File: src/wrlp_pkg.sv
// shared types, character codes and constants of the waypoint reply line parser
package wrlp_pkg;

   // default sizes
   localparam int LINE_LIMIT_DEF  = 256;
   localparam int TOKQ_DEPTH_DEF  = 4;
   localparam int RSPQ_DEPTH_DEF  = 2;
   localparam logic [15:0] MAX_COUNT_RESET = 16'd500;

   // character codes
   localparam logic [7:0] CH_NUL   = 8'h00;
   localparam logic [7:0] CH_TAB   = 8'h09;
   localparam logic [7:0] CH_LF    = 8'h0A;
   localparam logic [7:0] CH_VT    = 8'h0B;
   localparam logic [7:0] CH_FF    = 8'h0C;
   localparam logic [7:0] CH_CR    = 8'h0D;
   localparam logic [7:0] CH_SPACE = 8'h20;
   localparam logic [7:0] CH_PLUS  = 8'h2B;
   localparam logic [7:0] CH_MINUS = 8'h2D;
   localparam logic [7:0] CH_ZERO  = 8'h30;
   localparam logic [7:0] CH_NINE  = 8'h39;
   localparam logic [7:0] CH_E     = 8'h45;
   localparam logic [7:0] CH_N     = 8'h4E;
   localparam logic [7:0] CH_W     = 8'h57;

   // line kinds on the result
   localparam logic [1:0] KIND_INVALID  = 2'd0;
   localparam logic [1:0] KIND_COUNT    = 2'd1;
   localparam logic [1:0] KIND_WAYPOINT = 2'd2;
   localparam logic [1:0] KIND_END      = 2'd3;

   // token passed from front to back
   typedef enum logic [1:0] {
      TOK_TYPE,
      TOK_FEED,
      TOK_EOL
   } tok_kind_type;

   typedef struct packed {
      tok_kind_type kind;
      logic [7:0]   data;
   } token_type;

   // one result transaction
   typedef struct packed {
      logic [1:0]         line_kind;
      logic               ack;
      logic signed [31:0] count_value;
      logic signed [31:0] lat_value;
      logic signed [31:0] lon_value;
      logic [15:0]        wp_index;
   } result_type;

endpackage

File: src/waypoint_reply_line_parser_core.sv
// top level of the waypoint reply line parser: front, token queue, back, result queue
//
//  channel  | ports                                  | transfer
//  ---------+----------------------------------------+------------------------------
//  input    | req_rx_byte, push, full                | push && !full
//  result   | rsp_* fields, empty, pop               | pop && !empty
//  csr      | csr_wr_en, csr_wr_data (max_count)     | csr_wr_en
//
// one byte is accepted per cycle while the token queue is not full; the front classifies it
// in the cycle it arrives and the back consumes one token per cycle, when one is waiting,
// from a four-entry token queue. a line end passes through it to the two-entry result queue.
// full follows the token queue; a line end stalls the back only while the result
// queue is full. reset is synchronous, clears all line state and sets max_count to 500.
module waypoint_reply_line_parser_core #(
   parameter int LINE_LIMIT = wrlp_pkg::LINE_LIMIT_DEF,
   parameter int TOKQ_DEPTH = wrlp_pkg::TOKQ_DEPTH_DEF,
   parameter int RSPQ_DEPTH = wrlp_pkg::RSPQ_DEPTH_DEF
) (
   input  logic               clock,
   input  logic               reset,
   // input channel
   input  logic               push,
   input  logic [7:0]         req_rx_byte,
   output logic               full,
   // result channel
   input  logic               pop,
   output logic               empty,
   output logic [1:0]         rsp_line_kind,
   output logic               rsp_ack,
   output logic signed [31:0] rsp_count_value,
   output logic signed [31:0] rsp_lat_value,
   output logic signed [31:0] rsp_lon_value,
   output logic [15:0]        rsp_wp_index,
   // configuration
   input  logic               csr_wr_en,
   input  logic [15:0]        csr_wr_data
);

   localparam int TOK_W = $bits(wrlp_pkg::token_type);
   localparam int RSP_W = $bits(wrlp_pkg::result_type);

   logic                 tok_push, tok_full, tok_empty, tok_pop;
   wrlp_pkg::token_type  tok_wr, tok_rd;
   logic                 rsp_push, rsp_full;
   wrlp_pkg::result_type rsp_wr, rsp_rd;

   // byte classification
   wrlp_front #(
      .LINE_LIMIT(LINE_LIMIT)
   ) u_front (
      .clock   (clock),
      .reset   (reset),
      .in_push (push),
      .in_byte (req_rx_byte),
      .in_full (full),
      .tok_push(tok_push),
      .tok_data(tok_wr),
      .tok_full(tok_full)
   );

   // token queue
   wrlp_fifo #(
      .WIDTH(TOK_W),
      .DEPTH(TOKQ_DEPTH)
   ) u_tok_q (
      .clock  (clock),
      .reset  (reset),
      .push   (tok_push),
      .wr_data(tok_wr),
      .full   (tok_full),
      .pop    (tok_pop),
      .rd_data(tok_rd),
      .empty  (tok_empty)
   );

   // number parsing and result build
   wrlp_back u_back (
      .clock      (clock),
      .reset      (reset),
      .csr_wr_en  (csr_wr_en),
      .csr_wr_data(csr_wr_data),
      .tok_data   (tok_rd),
      .tok_empty  (tok_empty),
      .tok_pop    (tok_pop),
      .rsp_push   (rsp_push),
      .rsp_data   (rsp_wr),
      .rsp_full   (rsp_full)
   );

   // result queue
   wrlp_fifo #(
      .WIDTH(RSP_W),
      .DEPTH(RSPQ_DEPTH)
   ) u_rsp_q (
      .clock  (clock),
      .reset  (reset),
      .push   (rsp_push),
      .wr_data(rsp_wr),
      .full   (rsp_full),
      .pop    (pop),
      .rd_data(rsp_rd),
      .empty  (empty)
   );

   assign rsp_line_kind   = rsp_rd.line_kind;
   assign rsp_ack         = rsp_rd.ack;
   assign rsp_count_value = rsp_rd.count_value;
   assign rsp_lat_value   = rsp_rd.lat_value;
   assign rsp_lon_value   = rsp_rd.lon_value;
   assign rsp_wp_index    = rsp_rd.wp_index;

endmodule

File: src/wrlp_fifo.sv
// small register queue used between front, back and the result port
module wrlp_fifo #(
   parameter int WIDTH = 8,
   parameter int DEPTH = 4
) (
   input  logic             clock,
   input  logic             reset,
   input  logic             push,
   input  logic [WIDTH-1:0] wr_data,
   output logic             full,
   input  logic             pop,
   output logic [WIDTH-1:0] rd_data,
   output logic             empty
);

   localparam int PTR_W = (DEPTH > 1) ? $clog2(DEPTH) : 1;
   localparam int CNT_W = $clog2(DEPTH + 1);
   localparam logic [PTR_W-1:0] PTR_LAST = PTR_W'(DEPTH - 1);
   localparam logic [CNT_W-1:0] CNT_FULL = CNT_W'(DEPTH);

   logic [WIDTH-1:0] mem_ff [DEPTH];
   logic [PTR_W-1:0] wr_ptr_ff, wr_ptr_in;
   logic [PTR_W-1:0] rd_ptr_ff, rd_ptr_in;
   logic [CNT_W-1:0] cnt_ff, cnt_in;
   logic             do_push, do_pop;

   assign full    = (cnt_ff == CNT_FULL);
   assign empty   = (cnt_ff == '0);
   assign do_push = push && !full;
   assign do_pop  = pop && !empty;
   assign rd_data = mem_ff[rd_ptr_ff];

   // pointer and fill count update
   always_comb begin
      wr_ptr_in = wr_ptr_ff;
      rd_ptr_in = rd_ptr_ff;
      cnt_in    = cnt_ff;
      if (do_push) begin
         wr_ptr_in = (wr_ptr_ff == PTR_LAST) ? '0 : wr_ptr_ff + 1'b1;
      end
      if (do_pop) begin
         rd_ptr_in = (rd_ptr_ff == PTR_LAST) ? '0 : rd_ptr_ff + 1'b1;
      end
      if (do_push && !do_pop) begin
         cnt_in = cnt_ff + 1'b1;
      end else if (do_pop && !do_push) begin
         cnt_in = cnt_ff - 1'b1;
      end
   end

   always_ff @(posedge clock) begin
      if (reset) begin
         wr_ptr_ff <= '0;
         rd_ptr_ff <= '0;
         cnt_ff    <= '0;
      end else begin
         wr_ptr_ff <= wr_ptr_in;
         rd_ptr_ff <= rd_ptr_in;
         cnt_ff    <= cnt_in;
      end
   end

   // storage
   always_ff @(posedge clock) begin
      if (do_push) begin
         mem_ff[wr_ptr_ff] <= wr_data;
      end
   end

endmodule

File: src/wrlp_front.sv
// front end: tracks the position in the line and turns bytes into tokens
module wrlp_front #(
   parameter int LINE_LIMIT = wrlp_pkg::LINE_LIMIT_DEF
) (
   input  logic                clock,
   input  logic                reset,
   input  logic                in_push,
   input  logic [7:0]          in_byte,
   output logic                in_full,
   output logic                tok_push,
   output wrlp_pkg::token_type tok_data,
   input  logic                tok_full
);

   localparam int POS_W = $clog2(LINE_LIMIT);
   localparam logic [POS_W-1:0] LAST_POS = POS_W'(LINE_LIMIT - 1);

   logic [POS_W-1:0] char_pos_ff, char_pos_in;
   logic             accept;
   logic             emit;
   wrlp_pkg::tok_kind_type kind;

   assign in_full = tok_full;
   assign accept  = in_push && !tok_full;

   // classify the byte against the line position
   always_comb begin
      char_pos_in = char_pos_ff;
      emit        = 1'b0;
      kind        = wrlp_pkg::TOK_FEED;
      if (in_byte == wrlp_pkg::CH_LF || in_byte == wrlp_pkg::CH_CR) begin
         emit        = 1'b1;
         kind        = wrlp_pkg::TOK_EOL;
         char_pos_in = '0;
      end else if (char_pos_ff == LAST_POS) begin
         // line full or cut by a nul: drop until line end
         emit = 1'b0;
      end else if (in_byte == wrlp_pkg::CH_NUL) begin
         char_pos_in = LAST_POS;
      end else if (char_pos_ff == '0) begin
         emit        = 1'b1;
         kind        = wrlp_pkg::TOK_TYPE;
         char_pos_in = char_pos_ff + 1'b1;
      end else begin
         // second character is skipped, the rest is parsed
         emit        = (char_pos_ff != POS_W'(1));
         char_pos_in = char_pos_ff + 1'b1;
      end
   end

   assign tok_push      = accept && emit;
   assign tok_data.kind = kind;
   assign tok_data.data = in_byte;

   always_ff @(posedge clock) begin
      if (reset) begin
         char_pos_ff <= '0;
      end else if (accept) begin
         char_pos_ff <= char_pos_in;
      end
   end

endmodule

File: src/wrlp_back.sv
// back end: accumulates numbers per token and builds one result per line end
module wrlp_back (
   input  logic                 clock,
   input  logic                 reset,
   input  logic                 csr_wr_en,
   input  logic [15:0]          csr_wr_data,
   input  wrlp_pkg::token_type  tok_data,
   input  logic                 tok_empty,
   output logic                 tok_pop,
   output logic                 rsp_push,
   output wrlp_pkg::result_type rsp_data,
   input  logic                 rsp_full
);

   // count parser phases
   typedef enum logic [1:0] {
      PH_SKIP,
      PH_POS,
      PH_NEG,
      PH_DONE
   } phase_type;

   logic [15:0] max_count_ff;
   logic [7:0]  line_type_ff, line_type_in;
   logic [1:0]  word_num_ff, word_num_in;
   logic [31:0] acc_first_ff, acc_first_in;
   logic [31:0] acc_second_ff, acc_second_in;
   logic [1:0]  neg_flags_ff, neg_flags_in;
   logic [1:0]  stop_flags_ff, stop_flags_in;
   logic [31:0] count_acc_ff, count_acc_in;
   phase_type   count_phase_ff, count_phase_in;
   logic [15:0] next_index_ff, next_index_in;

   logic [7:0]  ch;
   logic        is_digit;
   logic        is_blank;
   logic [31:0] digit;
   logic        is_eol;
   logic [31:0] cnt_v, lat_v, lon_v;
   logic [31:0] word_acc, word_acc_next;

   // multiply by ten as two shifts and an add
   function automatic logic [31:0] mul10_add(input logic [31:0] acc, input logic [31:0] d);
      mul10_add = (acc << 3) + (acc << 1) + d;
   endfunction

   assign ch       = tok_data.data;
   assign is_digit = (ch >= wrlp_pkg::CH_ZERO) && (ch <= wrlp_pkg::CH_NINE);
   assign is_blank = (ch == wrlp_pkg::CH_SPACE) || (ch == wrlp_pkg::CH_TAB) ||
                     (ch == wrlp_pkg::CH_VT) || (ch == wrlp_pkg::CH_FF);
   assign digit    = {24'b0, ch - wrlp_pkg::CH_ZERO};
   assign is_eol   = (tok_data.kind == wrlp_pkg::TOK_EOL);

   // a line end waits for room in the result queue
   assign tok_pop  = !tok_empty && !(is_eol && rsp_full);
   assign rsp_push = tok_pop && is_eol;

   assign word_acc      = (word_num_ff == 2'd0) ? acc_first_ff : acc_second_ff;
   assign word_acc_next = mul10_add(word_acc, digit);

   // signed values at line end
   assign cnt_v = (count_phase_ff == PH_NEG) ? (32'd0 - count_acc_ff) : count_acc_ff;
   assign lat_v = neg_flags_ff[0] ? (32'd0 - acc_first_ff) : acc_first_ff;
   assign lon_v = neg_flags_ff[1] ? (32'd0 - acc_second_ff) : acc_second_ff;

   // result formation
   always_comb begin
      rsp_data = '0;
      if (line_type_ff == wrlp_pkg::CH_N) begin
         rsp_data.line_kind   = wrlp_pkg::KIND_COUNT;
         rsp_data.count_value = cnt_v;
         rsp_data.ack         = cnt_v[31] || (cnt_v <= {16'b0, max_count_ff});
      end else if (line_type_ff == wrlp_pkg::CH_W) begin
         rsp_data.line_kind = wrlp_pkg::KIND_WAYPOINT;
         rsp_data.ack       = 1'b1;
         rsp_data.lat_value = lat_v;
         rsp_data.lon_value = lon_v;
         rsp_data.wp_index  = next_index_ff;
      end else if (line_type_ff == wrlp_pkg::CH_E) begin
         rsp_data.line_kind = wrlp_pkg::KIND_END;
         rsp_data.ack       = 1'b1;
      end
   end

   // line state update per token
   always_comb begin
      line_type_in   = line_type_ff;
      word_num_in    = word_num_ff;
      acc_first_in   = acc_first_ff;
      acc_second_in  = acc_second_ff;
      neg_flags_in   = neg_flags_ff;
      stop_flags_in  = stop_flags_ff;
      count_acc_in   = count_acc_ff;
      count_phase_in = count_phase_ff;
      next_index_in  = next_index_ff;
      unique case (tok_data.kind)
         wrlp_pkg::TOK_TYPE: begin
            line_type_in = ch;
         end
         wrlp_pkg::TOK_FEED: begin
            // count number: blanks, sign, digits
            unique case (count_phase_ff)
               PH_SKIP: begin
                  if (is_blank) begin
                     count_phase_in = PH_SKIP;
                  end else if (ch == wrlp_pkg::CH_PLUS) begin
                     count_phase_in = PH_POS;
                  end else if (ch == wrlp_pkg::CH_MINUS) begin
                     count_phase_in = PH_NEG;
                  end else if (is_digit) begin
                     count_phase_in = PH_POS;
                     count_acc_in   = mul10_add(count_acc_ff, digit);
                  end else begin
                     count_phase_in = PH_DONE;
                  end
               end
               PH_POS, PH_NEG: begin
                  if (is_digit) begin
                     count_acc_in = mul10_add(count_acc_ff, digit);
                  end else begin
                     count_phase_in = PH_DONE;
                  end
               end
               PH_DONE: begin
                  count_phase_in = PH_DONE;
               end
               default: begin
                  count_phase_in = count_phase_ff;
               end
            endcase
            // waypoint words
            if (ch == wrlp_pkg::CH_SPACE) begin
               if (word_num_ff != 2'd2) begin
                  word_num_in = word_num_ff + 1'b1;
               end
            end else if (word_num_ff != 2'd2 && !stop_flags_ff[word_num_ff[0]]) begin
               if (ch == wrlp_pkg::CH_MINUS) begin
                  neg_flags_in[word_num_ff[0]] = 1'b1;
               end else if (is_digit) begin
                  if (word_num_ff == 2'd0) begin
                     acc_first_in = word_acc_next;
                  end else begin
                     acc_second_in = word_acc_next;
                  end
               end else begin
                  stop_flags_in[word_num_ff[0]] = 1'b1;
               end
            end
         end
         wrlp_pkg::TOK_EOL: begin
            line_type_in   = '0;
            word_num_in    = '0;
            acc_first_in   = '0;
            acc_second_in  = '0;
            neg_flags_in   = '0;
            stop_flags_in  = '0;
            count_acc_in   = '0;
            count_phase_in = PH_SKIP;
            if (line_type_ff == wrlp_pkg::CH_W) begin
               next_index_in = next_index_ff + 1'b1;
            end else if (line_type_ff == wrlp_pkg::CH_E) begin
               next_index_in = '0;
            end
         end
         default: begin
            line_type_in = line_type_ff;
         end
      endcase
   end

   always_ff @(posedge clock) begin
      if (reset) begin
         line_type_ff   <= '0;
         word_num_ff    <= '0;
         acc_first_ff   <= '0;
         acc_second_ff  <= '0;
         neg_flags_ff   <= '0;
         stop_flags_ff  <= '0;
         count_acc_ff   <= '0;
         count_phase_ff <= PH_SKIP;
         next_index_ff  <= '0;
      end else if (tok_pop) begin
         line_type_ff   <= line_type_in;
         word_num_ff    <= word_num_in;
         acc_first_ff   <= acc_first_in;
         acc_second_ff  <= acc_second_in;
         neg_flags_ff   <= neg_flags_in;
         stop_flags_ff  <= stop_flags_in;
         count_acc_ff   <= count_acc_in;
         count_phase_ff <= count_phase_in;
         next_index_ff  <= next_index_in;
      end
   end

   // count limit register
   always_ff @(posedge clock) begin
      if (reset) begin
         max_count_ff <= wrlp_pkg::MAX_COUNT_RESET;
      end else if (csr_wr_en) begin
         max_count_ff <= csr_wr_data;
      end
   end

   // checks
   a_eol_needs_room: assert property (@(posedge clock) disable iff (reset)
      tok_pop && is_eol |-> !rsp_full)
      else $error("line end consumed while result queue full");

   a_eol_clears_line: assert property (@(posedge clock) disable iff (reset)
      tok_pop && is_eol |=> word_num_ff == 2'd0 && count_phase_ff == PH_SKIP &&
                            line_type_ff == 8'd0 && stop_flags_ff == 2'd0)
      else $error("line state not cleared after line end");

   a_end_clears_index: assert property (@(posedge clock) disable iff (reset)
      tok_pop && is_eol && line_type_ff == wrlp_pkg::CH_E |=> next_index_ff == 16'd0)
      else $error("waypoint index not cleared by end line");

   a_waypoint_advances: assert property (@(posedge clock) disable iff (reset)
      tok_pop && is_eol && line_type_ff == wrlp_pkg::CH_W |=>
         next_index_ff == $past(next_index_ff) + 16'd1)
      else $error("waypoint index did not advance");

endmodule
File: config.mk
export PLATFORM = sky130hd
export DESIGN_NAME = waypoint_reply_line_parser_core
export DESIGN_NICKNAME = d
export VERILOG_FILES = /design/src/wrlp_pkg.sv /design/src/waypoint_reply_line_parser_core.sv /design/src/wrlp_fifo.sv /design/src/wrlp_front.sv /design/src/wrlp_back.sv
export SDC_FILE = /design/constraint.sdc
export NUM_CORES = 1
export LEC_CHECK = 0
export BUFFER_PORTS_ARGS = -buffer_cell sky130_fd_sc_hd__buf_4
export CORE_MARGIN = 1.5
export CORE_UTILIZATION = 25
export DETAILED_ROUTE_END_ITERATION = 10
export SYNTH_ARGS = -nofsm -noshare
export SYNTH_HDL_FRONTEND = slang
export SYNTH_HIERARCHICAL = 1
export SYNTH_SLANG_ARGS = --single-unit
File: constraint.sdc
create_clock -name clock -period 6.25 [get_ports clock]
set_input_delay 1.25 -clock clock [delete_from_list [all_inputs] [get_ports clock]]
set_output_delay 1.25 -clock clock [all_outputs]
set_load 0.01 [all_outputs]
* Word level (Yosys, flattened, before mapping)
Memories as Yosys holds them, arrays and structs flattened. A register that Yosys moved wholly into a read port is not among the register bits.
Index checks and enable logic that the tools add are counted.
** Word-level totals
- Bits in registers :: 163
- Bits in writable memories :: 270
- Input bits :: 29
- Output and inout port bits :: 117
- Logic and storage cells :: 219
- Memories kept :: 2
** Cells by class
- $add $sub $neg :: 19
- Magnitude comparators :: 5
- Equality and inequality tests :: 39
- Muxes and demuxes :: 81
- Bitwise operators :: 2
- Reductions and logical operators :: 54
** Memories
- u_rsp_q.mem_ff :: words 2, width 115, rd ports 1, clocked after memory_dff 1, write ports 1, line wrlp_fifo.sv:21 : logic [WIDTH-1:0] mem_ff [DEPTH];
- u_tok_q.mem_ff :: words 4, width 10, rd ports 1, clocked after memory_dff 1, write ports 1, line wrlp_fifo.sv:21
** Operators by type and width (number)
- $mux W32 :: 18
- $pmux W32 S2 :: 4
- $mux W80 :: 2
- $sub A1 B32 Y32 const A :: 3
- $add A32 B32 Y32 :: 2
- $add A32 B8 Y32 :: 2
- $mux W2 :: 23
- $eq A8 B4 Y1 const B :: 5
- $le A32 B16 Y1 :: 1
- $mux W16 :: 2
- $mux W31 :: 1
- $eq A8 B6 Y1 const B :: 3
- $eq A8 B7 Y1 const B :: 3
- $mux W8 :: 3
- $add A16 B1 Y16 const B :: 1
- $logic_and A1 B1 Y1 :: 16
- $logic_not A8 Y1 :: 2
- $mux W1 :: 16
- $pmux W2 S2 :: 4
- $pmux W8 S2 :: 1
- $mux W3 :: 5
- $ne A3 B3 Y1 const B :: 5
- $ne A2 B1 Y1 const B :: 7
- $reduce_and A7 Y1 :: 2
- other kinds (31) :: 69

* Logic depth before layout (Yosys ltp)
- Word-level depth :: 11
- Depth in mapped cells :: 19
- Mapped depth without buffers :: 16

* Modules after synthesis
The synthesis kept the hierarchy.
** By module, submodules not included
- wrlp_back :: times used 1, cells an instance 1729, area an instance 13121.3 um^2
- wrlp_fifo at u_rsp_q :: times used 1, cells an instance 383, area an instance 8715.9 um^2
- wrlp_fifo at u_tok_q :: times used 1, cells an instance 102, area an instance 1930.6 um^2
- wrlp_front :: times used 1, cells an instance 85, area an instance 713.2 um^2

* Worst setup path after synthesis
No wires, ideal clock.
- Kind :: register to register
- Start point :: reg (tool-made name)
- End point :: mem u_rsp_q/mem_ff[1][0] (netlist bit), enable pin
- Library setup time :: 488 ps
- Arrival :: 4976 ps
- Data required time :: 5762 ps
- Path slack :: 786 ps
- Stages on the path, launching flop included :: 10
- Buffers on the path :: 2
- Period minus slack after synthesis :: 5464 ps
- Cell sequence :: dfxtp_1 -> buf_2 -> mux4_2 -> inv_1 -> ha_1 -> clkbuf_1 -> nor3b_1 -> inv_1 -> nor2_1 -> and2_1
** RTL lines (line)
- to (decl) :: wrlp_fifo.sv:21

* Worst setup path in the final report
- Start point :: reg u_back.word_num_ff[0]
- End point :: reg u_back.acc_second_ff[29]
** On the way
- Longest elaborated chain between the ends :: 10
- Elaborated cells on any way between the ends :: 18
- Those cells by class :: add/sub (2); eq/ne (3); mux (9); reduce/logical (4)
** Ends and longest elaborated chain
- from (decl) :: line wrlp_back.sv:25 : logic [1:0] word_num_ff, word_num_in;
- from (signal assigned) :: line wrlp_back.sv:184 : word_num_ff <= word_num_in;
- $logic_not A2 Y1 :: line wrlp_back.sv:58, wrlp_back.sv:140
- $mux W31 :: line wrlp_back.sv:58 : assign word_acc = (word_num_ff == 2'd0) ? acc_first_ff : acc_second_ff;
- $add A32 B32 Y32 :: line wrlp_back.sv:44 : mul10_add = (acc << 3) + (acc << 1) + d;
- $add A32 B8 Y32 :: line wrlp_back.sv:44
- $mux W32 :: line wrlp_back.sv:140 : if (word_num_ff == 2'd0) begin
- $mux W32 :: line wrlp_back.sv:139 : end else if (is_digit) begin
- $mux W32 :: line wrlp_back.sv:137 : if (ch == wrlp_pkg::CH_MINUS) begin
- $mux W32 :: line wrlp_back.sv:136 : end else if (word_num_ff != 2'd2 && !stop_flags_ff[word_num_ff[0]]) begin
- $mux W32 :: line wrlp_back.sv:132 : if (ch == wrlp_pkg::CH_SPACE) begin
- $pmux W32 S2 :: line wrlp_back.sv:96 : unique case (tok_data.kind)
- to (signal assigned) :: line wrlp_back.sv:186 : acc_second_ff <= acc_second_in;
- to (decl) :: line wrlp_back.sv:27 : logic [31:0] acc_second_ff, acc_second_in;
Several ways; a longest one is shown, not always the timed one. The select of a mux whose other input is x is not followed.
A chain may end at the register's enable or synchronous reset.

==> results.yml <==
cts:
  hold_buffers: 0
  post_cts_buffers: 0
  ctsResizeCount: 0
  htree_levels: 2
  cts-root-buf: "clkbuf_16"
  cts.clk_slew.worst_paths_ns: 0.06
  cts_tree: "yes"
  cts_sinks: 436
  clk_path_buf_depth: 3
  cts_buffers: 52
  worst_skew_pair.late_latency_ns: 0.61
synth:
  synth-edff-count: 270
  yosys.area.top_type: "edfxtp_1"
  syn_area_um2: 24500
  seq_area_frac_synth: 0.467
  synth.area.top_cells: "edfxtp_1, dfxtp_1, ha_1"
  async_flop_share: 0
  yosys_most_used_dff: "edfxtp_1"
  ys_types: 87
  syn_inst: 2299
  ys_warn_count: 6
  synth_top_area_frac: 0.331
  ys_seq_elements: 436
  synth_nets: 2489
  avgSynthCellArea_um2: 10.6
critical_path:
  critPathKind: "reg2reg"
  required_ns: 6.70
  critPathMaxFanout: 28
  slowest_stage: "ha_1"
  slowest_delay_ns: 0.54
  critical_path_buf_inv_count: 2
  crit_family: "compound AO/OA/AOI/OAI gates"
  path_cells: "inv_1 > ha_1 > buf_4 > mux2_2 > ha_1 > ha_1 > a21o_1 > a21o_1 > a221o_1 > a31oi_1 > o21ai_0 > a41oi_1 > nor2b_1 > o311ai_0"
  critPathMostFrequentCell: "ha_1"
  end_kind: "flop"
  cp.arrival_ns: 5.33
  start_kind: "flop"
placed_design:
  gp_congestion: 0.846
  placed_area_um2: 26900
  hpwl_mm: 44.1
  port_buffers: 145
detailed_routing:
  vias: 17371
  drc_errors: 12
  wl_per_cell_um: 16.5
  via_per_inst: 4.66
  first_pass_iters: 8
  drt.antenna.violating_nets: 0
  drt_iter0_markers: 1159
  drt-total-wl_mm: 61.3
run:
  maxCapViolCount: 0
floorplan:
  fp.dieW_um: 316
  fp.dieH_um: 316
  dieArea_um2: 99800
  core_um2: 96900
  start_util: 0.253
  pin_count: 146
  num_rows: 114
timing:
  rsz0062_at_grt: "false"
  timing.slew.headroom: 0.239
  finalSetupTns_ns: 0
  period_share: 0.782
  hold_viol: 0
  finalMaxSlewViolations: 0
  tightest_slew_ns: 1.13
  setup_viol: 0
  skew_ns: 0.0341
  min_period_ns: 4.89
  timing.fmax_ghz: 0.205
cells_and_area:
  final_common_cell: "edfxtp_1"
  final_nets: 2595
  final_cell_mix: "edfxtp_1, nor2_1, nand2_1"
  drive_above_1_share: 0.180
  fillers: 9965
  regArea_um2: 11400
  final_area_um2: 28600
  syn2layout_area_growth_pct: 16.7
  multi_input_comb_area_um2: 12100
power_and_ir_drop:
  vdd_ir_drop_max_v: 0.000232
  p_leak_nw: 11.0
  power.density_nw_per_um2: 356
outcome:
  violations: "design-rule violations"
  status: "complete, but fails checks"
global_route:
  grt_max_degree: 84
  grt_pass1_wl_mm: 95.4
  grt_pass1_vias: 16808
  antenna_found_initial: 7
  grt_overflow: 0
  groute.usage.overall: 0.120
worst_hold_path:
  hold_path_class: "reg2reg"
path summary, 6_finish.rpt:
| path | startpoint | endpoint | slack [ns] | cells after the start |
|---|---|---|---|---|
| max | u_back/word_num_ff[0] | u_back/acc_second_ff[29] | 1.36 | 14 |
| min | u_rsp_q/wr_ptr_ff | u_rsp_q/wr_ptr_ff | 0.49 | 2 |
| max reg2reg | u_back/word_num_ff[0] | u_back/acc_second_ff[29] | 1.36 | 14 |
| min reg2reg | u_rsp_q/wr_ptr_ff | u_rsp_q/wr_ptr_ff | 0.49 | 2 |
cell usage after synthesis, drive strengths merged (18+ instances only):
cell type and instances:
or3 23, nor2 211, inv 94, nand3 50, o21ai 103, mux2i 21, and2 28, a21oi 124
clkbuf 78, or4 20, dfxtp 166, nand4 18, nand2 199, edfxtp 270, o211ai 18, nor2b 35
ha 148, xor2 93, o31ai 32, a21o 38, mux2 140, buf 39, xnor2 63, nor3 29
worst min-delay path: stages (launching register included):
cell	delay, ns
dfxtp_1	0.31
o21ai_0	0.07
a21oi_1	0.06
power breakdown:
group / switching (mW) / leakage, nW / internal (mW)
clock: 1.25 / 0.821 / 1.75
combinational: 2.12 / 6.30 / 1.49
sequential: 0.195 / 3.85 / 3.37
cell type report:
class                      count  share of cell area
antenna                        3            0.000263
clock buffer                  76              0.0520
clock inverter                21             0.00723
inverter                      96              0.0129
multi-input combinational   1650               0.425
sequential                   436               0.400
tap                         1276              0.0559
timing repair buffer         169              0.0462
routing by layer:
metal / vias up / GRT usage / share of wire
li1: 8610 / - / -
met1: 8348 / 0.159 / 0.46
met2: 316 / 0.200 / 0.47
met3: 89 / 0.0218 / 0.043
met4: 8 / 0.0343 / 0.024
met5: - / 0 / 0.00082
through the flow:
| step | util | worst slack, ns | hold slack (ns) | std cells | total power [mW] |
|---|---|---|---|---|---|
| after global routing | 0.295 | 1.10 | 0.505 | 3727 | 10.8 |
| after detailed placement | 0.277 | 1.35 | 0.471 | 3627 | 7.27 |
| final | 0.295 | 1.36 | 0.489 | 3727 | 10.2 |
| after floorplan | - | 0.786 | 0.445 | 2299 | 6.06 |
| after global placement | 0.277 | 1.40 | 0.465 | 3627 | 7.24 |
| after CTS | 0.295 | 1.33 | 0.482 | 3724 | 10.3 |
state kept, by name (all words and copies together) (netlist names), named ones only:
signal / flops
u_back/count_acc_ff: 32
u_back/max_count_ff: 16
u_back/count_phase_ff: 2
u_tok_q/mem_ff: 40
u_back/next_index_ff: 16
u_rsp_q/rd_ptr_ff: 1
u_rsp_q/cnt_ff: 2
u_rsp_q/wr_ptr_ff: 1
u_tok_q/wr_ptr_ff: 2
u_tok_q/cnt_ff: 3
u_back/acc_second_ff: 32
u_back/acc_first_ff: 32
u_front/char_pos_ff: 8
u_tok_q/rd_ptr_ff: 2
u_back/word_num_ff: 2
u_rsp_q/mem_ff: 230
u_back/neg_flags_ff: 2
u_back/line_type_ff: 8
u_back/stop_flags_ff: 2
kinds of logic (layout without fill, tap and decap cells):
group	Yosys count	count (layout)	synth area share
compound gates	459	459	0.123
fa+ha+maj	161	161	0.0863
mux	171	171	0.0898
xor+xnor	156	156	0.0558
buf+inv	213	362	0.0377
other cells	0	3	0
simple gates	703	703	0.140
flops	436	436	0.467
No activity file was read; power rests on OpenSTA's default activity.
